[src/mpwb_pkg.sv]
package mpwb_pkg;

	// Sizes of the window store and of the image
	localparam int NUM_WINDOWS    = 8;
	localparam int NUM_CHANNELS   = 32;
	localparam int MAX_IMAGE_SIDE = 1024;

	localparam int WIN_W     = (NUM_WINDOWS > 1) ? $clog2(NUM_WINDOWS) : 1;
	localparam int CH_W      = (NUM_CHANNELS > 1) ? $clog2(NUM_CHANNELS) : 1;
	localparam int TBL_DEPTH = NUM_WINDOWS * NUM_CHANNELS;
	localparam int TBL_AW    = (TBL_DEPTH > 1) ? $clog2(TBL_DEPTH) : 1;
	localparam int NW_W      = $clog2(NUM_WINDOWS + 1);
	localparam int SIDE_W    = (MAX_IMAGE_SIDE > 1) ? $clog2(MAX_IMAGE_SIDE) : 1;

	// Field and datapath widths
	localparam int SMP_W   = 16;
	localparam int COEF_W  = 2 * SMP_W;
	localparam int PROD_W  = 2 * SMP_W + 1;
	localparam int ACC_W   = 40;
	localparam int HALF_W  = ACC_W / 2;
	localparam int POW_W   = 2 * ACC_W;
	localparam int IN_WIN_W = 3;
	localparam int IN_CH_W  = 5;
	localparam int OUT_WIN_W = 3;

	// Configuration registers
	localparam int CFG_NW_W   = 4;
	localparam int CFG_SIDE_W = 11;
	localparam int APB_AW     = 4;
	localparam int APB_DW     = 32;
	localparam logic [1:0] REG_ACTIVE_WINDOWS = 2'd0;
	localparam logic [1:0] REG_IMAGE_COLUMNS  = 2'd1;
	localparam logic [1:0] REG_IMAGE_ROWS     = 2'd2;
	localparam logic [CFG_NW_W-1:0]   RST_ACTIVE_WINDOWS = 4'd8;
	localparam logic [CFG_SIDE_W-1:0] RST_IMAGE_SIDE     = 11'd1024;

	// Item kinds
	localparam logic KIND_LOAD   = 1'b0;
	localparam logic KIND_SAMPLE = 1'b1;

	// Steps of the squared-magnitude sequence (low and high halves of each part)
	localparam int PW_STEP_W = 3;
	localparam logic [PW_STEP_W-1:0] PW_RE_LL = 3'd0;
	localparam logic [PW_STEP_W-1:0] PW_RE_LH = 3'd1;
	localparam logic [PW_STEP_W-1:0] PW_RE_HH = 3'd2;
	localparam logic [PW_STEP_W-1:0] PW_IM_LL = 3'd3;
	localparam logic [PW_STEP_W-1:0] PW_IM_LH = 3'd4;
	localparam logic [PW_STEP_W-1:0] PW_IM_HH = 3'd5;
	localparam logic [PW_STEP_W-1:0] PW_LAST  = PW_IM_HH;

	// Controller to datapath commands
	typedef struct packed {
		logic                 tbl_wr;
		logic                 smp_ld;
		logic                 mac_rd;
		logic [WIN_W-1:0]     win;
		logic                 ch_inc;
		logic                 pw_ld;
		logic                 pw_mul;
		logic [PW_STEP_W-1:0] pw_step;
		logic                 pw_cmp;
		logic                 rot;
		logic                 emit;
	} mpwb_cmd_t;

	// Number of windows compared: zero counts as one, excess saturates
	function automatic logic [NW_W-1:0] clamp_nw(input logic [CFG_NW_W-1:0] v);
		if (v == '0)
			return NW_W'(1);
		else if (int'(v) > NUM_WINDOWS)
			return NW_W'(NUM_WINDOWS);
		else
			return NW_W'(v);
	endfunction

	// Last counter position of an image side after clamping
	function automatic logic [SIDE_W-1:0] side_last(input logic [CFG_SIDE_W-1:0] v);
		if (v == '0)
			return '0;
		else if (int'(v) > MAX_IMAGE_SIDE)
			return SIDE_W'(MAX_IMAGE_SIDE - 1);
		else
			return SIDE_W'(v - 1'b1);
	endfunction

endpackage

[src/mpwb_ctrl.sv]
module mpwb_ctrl
	import mpwb_pkg::*;
(
	input  logic            clk,
	input  logic            arst_n,
	input  logic            in_valid,
	input  logic            in_kind,
	input  logic            in_last,
	input  logic [NW_W-1:0] nw,
	input  logic            out_free,
	output logic            in_ready,
	output mpwb_cmd_t       cmd
);

	typedef enum logic [2:0] {
		S_IDLE,
		S_MAC,
		S_DRAIN,
		S_PSEL,
		S_PMUL,
		S_PDRAIN,
		S_PCMP,
		S_EMIT
	} state_t;

	state_t               state_q;
	logic [WIN_W-1:0]     win_q;
	logic [PW_STEP_W-1:0] step_q;
	logic                 last_q;
	logic                 drain_q;
	logic                 win_end;
	logic                 win_active;

	assign win_end    = (win_q == WIN_W'(NUM_WINDOWS - 1));
	assign win_active = (NW_W'(win_q) < nw);
	assign in_ready   = (state_q == S_IDLE);

	// Decode commands from the current state
	always_comb begin
		cmd         = '0;
		cmd.win     = win_q;
		cmd.pw_step = step_q;
		unique case (state_q)
			S_IDLE: begin
				cmd.tbl_wr = in_valid && (in_kind == KIND_LOAD);
				cmd.smp_ld = in_valid && (in_kind == KIND_SAMPLE);
			end
			S_MAC: begin
				cmd.mac_rd = 1'b1;
				cmd.ch_inc = win_end && !last_q;
			end
			S_DRAIN: begin
			end
			S_PSEL: begin
				cmd.pw_ld = win_active;
				cmd.rot   = !win_active;
			end
			S_PMUL: begin
				cmd.pw_mul = 1'b1;
			end
			S_PDRAIN: begin
			end
			S_PCMP: begin
				cmd.pw_cmp = 1'b1;
				cmd.rot    = 1'b1;
			end
			S_EMIT: begin
				cmd.emit = out_free;
			end
			default: begin
			end
		endcase
	end

	// Sequence a sample: window reads; after the last channel, drain, compare, emit
	always_ff @(posedge clk or negedge arst_n) begin
		if (!arst_n) begin
			state_q <= S_IDLE;
			win_q   <= '0;
			step_q  <= '0;
			last_q  <= 1'b0;
			drain_q <= 1'b0;
		end else begin
			unique case (state_q)
				S_IDLE: begin
					if (in_valid && (in_kind == KIND_SAMPLE)) begin
						last_q  <= in_last;
						win_q   <= '0;
						state_q <= S_MAC;
					end
				end
				S_MAC: begin
					win_q <= win_q + 1'b1;
					if (win_end) begin
						drain_q <= 1'b0;
						state_q <= last_q ? S_DRAIN : S_IDLE;
					end
				end
				S_DRAIN: begin
					drain_q <= 1'b1;
					if (drain_q) begin
						win_q   <= '0;
						state_q <= S_PSEL;
					end
				end
				S_PSEL: begin
					if (win_active) begin
						step_q  <= '0;
						state_q <= S_PMUL;
					end else begin
						win_q <= win_q + 1'b1;
						if (win_end)
							state_q <= S_EMIT;
					end
				end
				S_PMUL: begin
					step_q <= step_q + 1'b1;
					if (step_q == PW_LAST)
						state_q <= S_PDRAIN;
				end
				S_PDRAIN: begin
					state_q <= S_PCMP;
				end
				S_PCMP: begin
					win_q   <= win_q + 1'b1;
					state_q <= win_end ? S_EMIT : S_PSEL;
				end
				S_EMIT: begin
					if (out_free)
						state_q <= S_IDLE;
				end
				default: begin
					state_q <= S_IDLE;
				end
			endcase
		end
	end

endmodule

[config.mk]
export PLATFORM = sky130hd
export DESIGN_NAME = mpwb_ctrl
export DESIGN_NICKNAME = d
export VERILOG_FILES = /design/src/mpwb_pkg.sv /design/src/mpwb_ctrl.sv
export SDC_FILE = /design/constraint.sdc
export NUM_CORES = 1
export LEC_CHECK = 0
export ABC_AREA = 0
export ABC_CLOCK_PERIOD_IN_PS = 4500
export BUFFER_PORTS_ARGS = -buffer_cell sky130_fd_sc_hd__clkbuf_2
export CAP_MARGIN = 20
export CELL_PAD_IN_SITES_DETAIL_PLACEMENT = 1
export CELL_PAD_IN_SITES_GLOBAL_PLACEMENT = 2
export CORE_ASPECT_RATIO = 1.2
export CORE_UTILIZATION = 32
export CTS_BUF_LIST = sky130_fd_sc_hd__clkbuf_8
export CTS_CLUSTER_SIZE = 40
export DETAILED_ROUTE_END_ITERATION = 8
export HOLD_SLACK_MARGIN = 0.1
export PLACE_DENSITY = 0.91
export SLEW_MARGIN = 20
export SYNTH_ARGS = -nofsm -noshare
export SYNTH_HDL_FRONTEND = slang
export SYNTH_SLANG_ARGS = --single-unit
export TNS_END_PERCENT = 20
[constraint.sdc]
create_clock -name clk -period 4.5 [get_ports clk]
set_input_delay 0.225 -clock clk [delete_from_list [all_inputs] [get_ports clk]]
set_output_delay 0.225 -clock clk [all_outputs]
set_load 0.02 [all_outputs]
== After elaboration in Yosys (flattened, before gate mapping) ==
Cells that the tools add are included.
W data, S select, Z words.

* Bits in registers: 11
* Bits of input ports: 10
* Output and inout port bits: 16
* Logic and storage cells: 67

* Add/sub/neg operators: 2
* $lt $le $gt $ge: 1
* Eq/ne operators: 17
* Mux-type cells: 26
* Bitwise logic cells: 1
* Reductions and logical operators: 15

{| class="wikitable"
|+ Operators with widths
! kind !! count
|-
| $mux W3 || 12
|-
| $pmux W3 S8 || 1
|-
| $eq A3 B3 Y1 const B || 6
|-
| $ne A2 B2 Y1 const B || 6
|-
| $pmux W3 S4 || 1
|-
| $mux W1 || 7
|-
| $add A3 B1 Y3 const B || 2
|-
| $eq A3 B2 Y1 const B || 2
|-
| $pmux W3 S2 || 1
|-
| $reduce_and A2 Y1 || 3
|-
| $reduce_and A6 Y1 || 1
|-
| $lt A3 B4 Y1 || 1
|-
| $mux W2 || 2
|-
| $pmux W1 S2 || 2
|-
| $reduce_and A4 Y1 || 1
|-
| $reduce_bool A2 Y1 || 2
|-
| $reduce_bool A4 Y1 || 1
|-
| $eq A3 B1 Y1 const B || 1
|-
| $logic_and A1 B1 Y1 || 3
|-
| $logic_not A3 Y1 || 1
|-
| $ne A3 B3 Y1 const B || 1
|-
| $logic_not A1 Y1 || 2
|-
| $ne A2 B1 Y1 const B || 1
|-
| $reduce_or A2 Y1 || 1
|-
| $not A1 Y1 || 1
|}

== Logic depth before layout (Yosys ltp) ==
Gate-level depths: netlist of run 1.

* Depth in word-level cells: 4
* Mapped depth: 6
* Mapped depth without buffers: 6

== Least setup slack after synthesis of run 1 ==
OpenSTA, ideal clock, no wires.

* Path type: reg-to-reg
* From: reg state_q[1]
* To: reg last_q
* Library setup time: 0.128 ns
* Arrival: 1.749 ns
* Required time: 4.372 ns
* Setup slack: 2.623 ns
* Stages on the path, launching flop included: 5
* Buffers on the path: 1
* Period minus slack after synthesis: 1.877 ns
* Cells stage by stage: dfrtp_1 > buf_2 > nor3_1 > and3_1 > mux2_1

* Longest elaborated chain between the ends: 2

{| class="wikitable"
|+ RTL lines
! what !! RTL line !! source
|-
| start: declaration || mpwb_ctrl.sv:26 || <nowiki>state_t state_q;</nowiki>
|-
| start signal: assignment || mpwb_ctrl.sv:96 || <nowiki>state_q <= last_q ? S_DRAIN : S_IDLE;</nowiki>
|-
| start signal: assignment || mpwb_ctrl.sv:126 || <nowiki>state_q <= win_end ? S_EMIT : S_PSEL;</nowiki>
|-
| $logic_not A3 Y1 || - ||
|-
| net in_ready || mpwb_ctrl.sv:11 || <nowiki>output logic in_ready,</nowiki>
|-
| $reduce_and A2 Y1 (no line) || - ||
|-
| end signal: assignment || mpwb_ctrl.sv:87 || <nowiki>last_q <= in_last;</nowiki>
|-
| end: declaration || mpwb_ctrl.sv:29 || <nowiki>logic last_q;</nowiki>
|}

The timed path passes the listed nets, and every way through them passes these cells.
A chain may end at the register's enable or synchronous reset.

==> results.json, run 1 <==
{
  "pwr-share-seq": 0.297,
  "die_y_um": 60.0,
  "drc": 0,
  "synth_mux_area_frac": 0.0251,
  "nFillCells": 326,
  "clk_pin_slew_ps": 50,
  "wl_um": 2720,
  "finalCriticalPeriod_ps": 2250,
  "intPower_mw": 0.424,
  "startpoint_type": "flip-flop",
  "cpMaxStageDelayCell": "dfrtp_1",
  "dr.pass1.iters": 4,
  "portBuffers": 25,
  "synthCells": 109,
  "wl_per_cell_um": 16.3,
  "crit_family": "flip-flops",
  "crit_arrival_ps": 2030,
  "diodes": 0,
  "coreArea_mm2": 0.00260,
  "die_x_um": 50.4,
  "slew_violations": 0,
  "synth-adder-area-share": 0.0836,
  "dp_hpwl_um": 2130,
  "routed_via_density": 5.49,
  "syn_area_um2": 898,
  "comb_power_share": 0.587,
  "switching_share": 0.515,
  "timing.rr.start": "win_q[0]",
  "synth_edf_count": 0,
  "synth_compound_area_frac": 0.273,
  "hold_class": "in -> reg",
  "final_common_cell": "clkbuf_2",
  "synth-xor-area-share": 0.0195,
  "worstSetupPathType": "reg -> out",
  "worst_setup_path_end_kind": "primary output",
  "stdcell_count": 167,
  "synth_fp_nets": 125,
  "grt_setup_unrepaired": "no",
  "start_util": 0.345,
  "async_reset_ff_frac": 1.00,
  "synth.distinct_cells": 36,
  "clock-sinks": 11,
  "r2r_end": "win_q[2]",
  "finalWeightedCongestion": 0.761,
  "cts_root_buf": "clkbuf_8",
  "peakVddDrop_mv": 0.369,
  "yosys_register_bits": 11,
  "slew_headroom": 0.542,
  "rrSetupSlack_ps": 2610,
  "insertion_delay_ps": 240,
  "cap_viol_max_count": 0,
  "cts_buffer_depth": 2,
  "fmax_mhz": 444,
  "antenna_left": 0,
  "core.rowCount": 20,
  "ios": 26,
  "path_buf_inv": 2,
  "min_to": "last_q",
  "dp.cells": 162,
  "pwr-share-clk": 0.115,
  "cts_tree": "yes",
  "worstPathMaxFanout": 21,
  "synth_top_family_by_area": "compound AO/OA/AOI/OAI gates",
  "fin_worst_skew_ps": 3.13,
  "synthSimpleGateAreaFrac": 0.235,
  "drt_iter0_drc": 19,
  "hold-path-cell-count": 2,
  "p_leak_nw": 0.545,
  "timing.final.crit_share": 0.501,
  "final_cell_mix": "25 x clkbuf_2, 12 x nor2_1, 12 x nand2_1",
  "die_area_mm2": 0.00302,
  "total_switching_power_mw": 0.451,
  "outcome": "completed",
  "numCtsBuffers": 3,
  "htreeDepth": 1,
  "antenna_found_initial": 0,
  "finalNetCount": 151,
  "ys.flop_type": "dfrtp_1",
  "synthToLayoutAreaGrowth_pct": 21.9,
  "setup_viol": 0,
  "routed-via-count": 917,
  "crit_chain": "clkinv_1 > nor3_1 > clkbuf_2",
  "yosysSeqAreaShare": 0.306,
  "p_per_area_mw_per_mm2": 800,
  "grt_pass1_vias": 956,
  "hp-start": "in_last",
  "hold_viol": 0,
  "grt_remaining_overflow": 0,
  "grt_usage": 0.209,
  "synth_area_per_cell_um2": 8.24,
  "crit_required_ps": 4280,
  "grt_max_degree": 22,
  "r2r_cells": 5,
  "grt_pass1_wl_um": 4610,
  "hold_ws_ps": 211,
  "finalSetupTns_ps": 0,
  "layout-drive-gt1-share": 0.239,
  "slowest_delay_ps": 780,
  "tightest_slew_ps": 687,
  "yosys_warnings": 0
}
## registers in the layout, indices dropped and copies added (netlist names)
signal,count
drain_q,1
state_q,3
step_q,3
win_q,3
last_q,1
## synth_stat cells (all sizes together) (2+ instances only)
| cell type | instances | area [um^2] |
|---|---|---|
| nor2 | 12 | 45.0 |
| o31ai | 3 | 22.5 |
| nand2b | 3 | 26.3 |
| a31oi | 2 | 12.5 |
| mux2 | 2 | 22.5 |
| a221o | 2 | 20.0 |
| a22o | 6 | 52.6 |
| nand3b | 2 | 15.0 |
| a211oi | 2 | 20.0 |
| a22oi | 2 | 15.0 |
| ha | 6 | 75.1 |
| a21oi | 6 | 33.8 |
| inv | 6 | 22.5 |
| nor3 | 6 | 30.0 |
| nand3 | 5 | 25.0 |
| and3 | 2 | 12.5 |
| o22ai | 2 | 12.5 |
| dfrtp | 11 | 275 |
| nand2 | 12 | 45.0 |
| buf | 5 | 25.0 |
## worst max-delay path by stage
stage | from | end | slack, ps | cells after the start
6_report | state_q[2] | cmd[2] | 2250 | 3
5_1_grt | state_q[2] | cmd[2] | 2060 | 3
4_1_cts | state_q[2] | cmd[2] | 2270 | 3
3_5_place_dp | state_q[2] | cmd[2] | 2540 | 3
3_3_place_gp | state_q[1] | cmd[7] | 2610 | 4
2_1_floorplan | state_q[1] | last_q | 2620 | 4
## power by group through the flow
stage / Combinational, mW / Sequential [mW] / Clock, mW
after floorplan: 0.410 / 0.216 / 0
after global placement: 0.496 / 0.254 / 0
after detailed placement: 0.514 / 0.261 / 0
after CTS: 0.518 / 0.259 / 0.105
after global routing: 0.579 / 0.277 / 0.109
final: 0.514 / 0.260 / 0.101
## timing repair
action	CTS	global route
hold buffers	1	0
gates resized for setup	0	0
hold endpoints to repair	11	0
buffers inserted	0	0
## routing by layer
metal	GRT usage	share of wire
met5	0	0
met4	0.0595	0.011
met3	0.0254	0.024
met2	0.383	0.52
met1	0.254	0.44
## cells by family (layout without fill, tap and decap cells)
logic type,after synthesis,count (layout)
buffers and inverters,12,37
muxes,2,2
adders and majority gates,6,6
xor gates and xnor gates,2,2
and+or+nand+nor,44,44
AOI/OAI and AO/OA,32,32
DFF,11,11
## cell type report
| type | count | area, um^2 | share of cell area |
|---|---|---|---|
| Clock buffer | 3 | 41.3 | 0.0377 |
| Clock inverter | 1 | 3.75 | 0.00343 |
| Inverter | 7 | 26.3 | 0.0240 |
| Multi-Input combinational cell | 86 | 572 | 0.522 |
| Sequential cell | 11 | 275 | 0.251 |
| Tap cell | 33 | 41.3 | 0.0377 |
| Timing Repair Buffer | 26 | 135 | 0.123 |
## stage by stage
stage / total power, mW / setup slack (ps) / utilization / area (um^2)
finish: 0.876 / 2250 / 0.421 / 1090
global route: 0.964 / 2060 / 0.421 / 1090
CTS: 0.882 / 2270 / 0.421 / 1090
detailed placement: 0.776 / 2540 / 0.400 / 1040
global placement: 0.750 / 2610 / 0.400 / 1040
floorplan: 0.627 / 2620 / - / 898
Power figures use the tool's default switching activity.
==> run 2: changes to the inputs <==
--- a/config.mk
+++ b/config.mk
@@ -6,18 +6,18 @@
 export NUM_CORES = 1
 export LEC_CHECK = 0
 export ABC_AREA = 0
-export ABC_CLOCK_PERIOD_IN_PS = 4500
+export ABC_CLOCK_PERIOD_IN_PS = 2000
 export BUFFER_PORTS_ARGS = -buffer_cell sky130_fd_sc_hd__clkbuf_2
 export CAP_MARGIN = 20
 export CELL_PAD_IN_SITES_DETAIL_PLACEMENT = 1
 export CELL_PAD_IN_SITES_GLOBAL_PLACEMENT = 2
 export CORE_ASPECT_RATIO = 1.2
-export CORE_UTILIZATION = 32
+export CORE_UTILIZATION = 27
 export CTS_BUF_LIST = sky130_fd_sc_hd__clkbuf_8
 export CTS_CLUSTER_SIZE = 40
 export DETAILED_ROUTE_END_ITERATION = 8
 export HOLD_SLACK_MARGIN = 0.1
-export PLACE_DENSITY = 0.91
+export PLACE_DENSITY = 0.83
 export SLEW_MARGIN = 20
 export SYNTH_ARGS = -nofsm -noshare
 export SYNTH_HDL_FRONTEND = slang
==> constraint.sdc (replaced) <==
create_clock -name clk -period 2 [get_ports clk]
set_input_delay 0.1 -clock clk [delete_from_list [all_inputs] [get_ports clk]]
set_output_delay 0.1 -clock clk [all_outputs]
set_load 0.02 [all_outputs]
==> results.json, run 2 (synthesized netlist as in run 1, its figures left out) <==
{
  "outcome": "completed",
  "crit_arrival_ps": 1850,
  "numCtsBuffers": 3,
  "cts_root_buf": "clkbuf_8",
  "diodes": 0,
  "comb_power_share": 0.644,
  "tightest_slew_ps": 492,
  "fin_worst_skew_ps": 1.08,
  "place_ws_ps": 225,
  "wl_per_cell_um": 16.3,
  "final_cell_mix": "24 x clkbuf_2, 12 x nor2_1, 12 x nand2_1",
  "grt_pass1_vias": 975,
  "insertion_delay_ps": 240,
  "ios": 26,
  "grt_setup_unrepaired": "no",
  "die_area_mm2": 0.00356,
  "drt_iter0_drc": 3,
  "start_util": 0.289,
  "finalSetupTns_ps": 0,
  "post_cts_buffers": 0,
  "hold_class": "in -> reg",
  "coreArea_mm2": 0.00311,
  "synthToLayoutAreaGrowth_pct": 30.2,
  "switching_share": 0.503,
  "setup_viol": 0,
  "antenna_left": 0,
  "p_per_area_mw_per_mm2": 1800,
  "dr.pass1.iters": 2,
  "crit_required_ps": 1900,
  "nFillCells": 395,
  "worstPathMaxFanout": 6,
  "top_regs": "state_q x3, step_q x3, win_q x3",
  "grt_max_degree": 15,
  "die_y_um": 65.2,
  "worstSetupPathType": "reg -> out",
  "cap_viol_max_count": 0,
  "dp_hpwl_um": 2160,
  "finalWeightedCongestion": 0.794,
  "intPower_mw": 1.04,
  "cts_tree": "yes",
  "htreeDepth": 1,
  "fmax_mhz": 514,
  "cts_buffer_depth": 2,
  "drc": 0,
  "wl_um": 2900,
  "hold_viol": 0,
  "p_leak_nw": 0.584,
  "routed-via-count": 946,
  "slew_headroom": 0.672,
  "timing.final.crit_share": 0.973,
  "clk_pin_slew_ps": 50,
  "total_switching_power_mw": 1.06,
  "antenna_found_initial": 0,
  "routed_via_density": 5.31,
  "startpoint_type": "flip-flop",
  "pwr-share-clk": 0.109,
  "layout-drive-gt1-share": 0.289,
  "peakVddDrop_mv": 0.666,
  "grt_pass1_wl_um": 4590,
  "crit_chain": "ha_1 > a2111o_1 > a21oi_2 > buf_2",
  "worst_setup_path_end_kind": "primary output",
  "grt_usage": 0.179,
  "final_common_cell": "clkbuf_2",
  "fin_ws_ps": 53.8,
  "slew_violations": 0,
  "die_x_um": 54.7,
  "pwr-share-seq": 0.247,
  "portBuffers": 25,
  "clock-sinks": 11,
  "cpMaxStageDelayCell": "dfrtp_1",
  "finalNetCount": 159,
  "core.rowCount": 22,
  "finalCriticalPeriod_ps": 1950,
  "grt_remaining_overflow": 0,
  "slowest_delay_ps": 450
}
run 2: stage by stage:
stage                     area [um^2]  hold WS, ps  cells   util  total power, mW
after floorplan                   898         -196    109      -             1.41
after global placement           1100         7.22    172  0.352             1.80
after detailed placement         1100         9.66    172  0.352             1.85
after CTS                        1160          245    178  0.373             2.10
after global routing             1170          252    178  0.376             2.26
final                            1170          239    178  0.376             2.10
run 2: power by group through the flow:
stage | Clock [mW] | Combinational (mW) | Sequential (mW)
after floorplan | 0 | 0.923 | 0.487
after detailed placement | 0 | 1.33 | 0.518
final | 0.228 | 1.35 | 0.519
after global routing | 0.244 | 1.48 | 0.538
after CTS | 0.236 | 1.35 | 0.518
after global placement | 0 | 1.29 | 0.511
run 2: worst paths after layout:
path	start	end	slack, ps	cells after the start
max reg2reg	win_q[1]	win_q[2]	210	5
max	win_q[1]	cmd[7]	50	4
min reg2reg	last_q	last_q	530	1
min	nw[3]	state_q[0]	240	4
max in group asynchronous	arst_n	step_q[2]	1480	2
min in group asynchronous	arst_n	step_q[1]	280	2
run 2: cell type report:
type | count | area (um^2) | share of cell area
tap | 36 | 45.0 | 0.0385
inverter | 7 | 26.3 | 0.0225
timing repair buffer | 34 | 198 | 0.169
clock buffer | 3 | 41.3 | 0.0353
sequential | 11 | 275 | 0.235
multi-input combinational | 86 | 581 | 0.496
clock inverter | 1 | 3.75 | 0.00321
run 2: what timing repair did:
action | 4_1_cts | 5_1_grt
endpoints found under the setup margin | 0 | 2
gates resized for setup | 0 | 3
hold endpoints to repair | 12 | 0
hold buffers | 2 | 0
run 2: worst max-delay path: cells and delay by family (launching register included):
family	cells	cell delay, ps
compound gates	2	620
flops	1	450
fa+ha+maj	1	350
buf+inv	1	190
run 2: routing by layer:
metal  wire [um]  vias to the layer above  global-route usage
met5           0                        -                   0
met4          23                        0              0.0385
met3          84                        5              0.0440
met2        1590                       16               0.324
met1        1210                      461               0.201
li1            -                      464                   -
==> run 3: changes to the inputs <==
--- a/config.mk
+++ b/config.mk
@@ -6,18 +6,18 @@
 export NUM_CORES = 1
 export LEC_CHECK = 0
 export ABC_AREA = 0
-export ABC_CLOCK_PERIOD_IN_PS = 2000
+export ABC_CLOCK_PERIOD_IN_PS = 2140
 export BUFFER_PORTS_ARGS = -buffer_cell sky130_fd_sc_hd__clkbuf_2
 export CAP_MARGIN = 20
 export CELL_PAD_IN_SITES_DETAIL_PLACEMENT = 1
 export CELL_PAD_IN_SITES_GLOBAL_PLACEMENT = 2
 export CORE_ASPECT_RATIO = 1.2
-export CORE_UTILIZATION = 27
+export CORE_UTILIZATION = 30
 export CTS_BUF_LIST = sky130_fd_sc_hd__clkbuf_8
 export CTS_CLUSTER_SIZE = 40
 export DETAILED_ROUTE_END_ITERATION = 8
 export HOLD_SLACK_MARGIN = 0.1
-export PLACE_DENSITY = 0.83
+export PLACE_DENSITY = 0.87
 export SLEW_MARGIN = 20
 export SYNTH_ARGS = -nofsm -noshare
 export SYNTH_HDL_FRONTEND = slang
==> constraint.sdc (replaced) <==
create_clock -name clk -period 2.14 [get_ports clk]
set_input_delay 0.107 -clock clk [delete_from_list [all_inputs] [get_ports clk]]
set_output_delay 0.107 -clock clk [all_outputs]
set_load 0.02 [all_outputs]
==> results.json, run 3 (synthesized netlist as in run 1, its figures left out) <==
{
  "crit_start": "win_q[2]",
  "fin_ws_ps": 152,
  "die_area_mm2": 0.00322,
  "diodes": 0,
  "tightest_slew_ps": 540,
  "start_util": 0.320,
  "crit_chain": "ha_1 > o21bai_1 > nand2_1 > a21oi_2 > clkbuf_2",
  "drt_iter0_drc": 17,
  "wl_um": 2830,
  "synthToLayoutAreaGrowth_pct": 27.3,
  "grtUsageMet2": 0.342,
  "routed-via-count": 956,
  "startpoint_type": "flip-flop",
  "slowest_delay_ps": 440,
  "p_leak_nw": 0.573,
  "portBuffers": 25,
  "routed_via_density": 5.49,
  "grt_remaining_overflow": 0,
  "die_y_um": 61.9,
  "crit_arrival_ps": 1880,
  "coreArea_mm2": 0.00281,
  "timing.final.crit_share": 0.929,
  "worst_setup_path_end_kind": "primary output",
  "postCtsHoldBufs": 2,
  "use_met1": 0.217,
  "drc": 0,
  "grt_pass1_wl_um": 4400,
  "hold_class": "in -> reg",
  "cap_viol_max_count": 0,
  "final_common_cell": "clkbuf_2",
  "place_ws_ps": 359,
  "top_usage_layer": "met2",
  "fin_worst_skew_ps": 1.75,
  "grt_setup_unrepaired": "no",
  "dp_hpwl_um": 2140,
  "worstPathMaxFanout": 6,
  "cts_root_buf": "clkbuf_8",
  "top_regs": "state_q x3, step_q x3, win_q x3",
  "timing.rr.start": "win_q[1]",
  "final_cell_mix": "25 x clkbuf_2, 12 x nor2_1, 12 x nand2_1",
  "outcome": "completed",
  "hold_ws_ps": 228,
  "cts_tree": "yes",
  "finalWeightedCongestion": 0.842,
  "clk_pin_slew_ps": 50,
  "htreeDepth": 1,
  "grt_pass1_vias": 939,
  "slew_violations": 0,
  "antenna_found_initial": 0,
  "finalNetCount": 157,
  "p_per_area_mw_per_mm2": 1680,
  "utilization": 0.407,
  "dr.pass1.iters": 4,
  "ios": 26,
  "cts_buffer_depth": 2,
  "hold_viol": 0,
  "power_mw": 1.92,
  "post_cts_buffers": 0,
  "wl_per_cell_um": 16.2,
  "cpMaxStageDelayCell": "dfrtp_1",
  "core.rowCount": 21,
  "crit_required_ps": 2030,
  "clock-sinks": 11,
  "finalSetupTns_ps": 0,
  "grt_max_degree": 17,
  "insertion_delay_ps": 240,
  "use_met3": 0.0195,
  "grt_usage": 0.188,
  "fmax_mhz": 503,
  "peakVddDrop_mv": 0.682,
  "post_cts_resized": 0,
  "hp-start": "nw[3]",
  "worstSetupPathType": "reg -> out",
  "path_buf_inv": 1,
  "layout-drive-gt1-share": 0.264,
  "antenna_left": 0,
  "crit_family": "compound AO/OA/AOI/OAI gates",
  "die_x_um": 52.0,
  "setup_viol": 0,
  "finalCriticalPeriod_ps": 1990,
  "slew_headroom": 0.640,
  "numCtsBuffers": 3
}
==> run 3: final cells by class <==
type | instances | area, um^2
Clock buffer | 3 | 41.3
Clock inverter | 1 | 3.75
Fill cell | 355 | 1670
Inverter | 7 | 26.3
Multi-Input combinational cell | 86 | 572
Sequential cell | 11 | 275
Tap cell | 34 | 42.5
Timing Repair Buffer | 32 | 183
==> run 3: metal layers <==
layer / vias up / wire length [um]
met3: 9 / 76
met1: 460 / 1230
met4: 0 / 89
met5: - / 0
met2: 25 / 1430
li1: 462 / -
==> run 3: final timing paths <==
| path | end | slack, ps | cells after the start |
|---|---|---|---|
| max in group asynchronous | win_q[1] | 1610 | 2 |
| min in group asynchronous | step_q[1] | 290 | 2 |
| setup reg to reg | win_q[2] | 340 | 5 |
| setup / recovery | cmd[7] | 150 | 5 |
| hold / removal | state_q[0] | 230 | 4 |
| hold reg to reg | last_q | 550 | 1 |
==> run 3: worst reg2reg max path: stages (launching register included) <==
cell and delay, ps:
dfrtp_1 450, ha_1 220, ha_1 310, a22o_1 210
a22o_1 230, a221o_1 260
==> run 3: metrics by stage <==
| step | area [um^2] | std cells |
|---|---|---|
| after global routing | 1140 | 174 |
| after floorplan | 898 | 109 |
| after global placement | 1080 | 168 |
| after detailed placement | 1080 | 168 |
| after CTS | 1140 | 174 |
| final | 1140 | 174 |
==> run 3: where the power goes <==
group	total, mW	switching [mW]	leakage [nW]	internal, mW
registers	0.480	0.172	0.138	0.308
clock network	0.214	0.0872	0.0269	0.127
logic	1.23	0.711	0.408	0.517
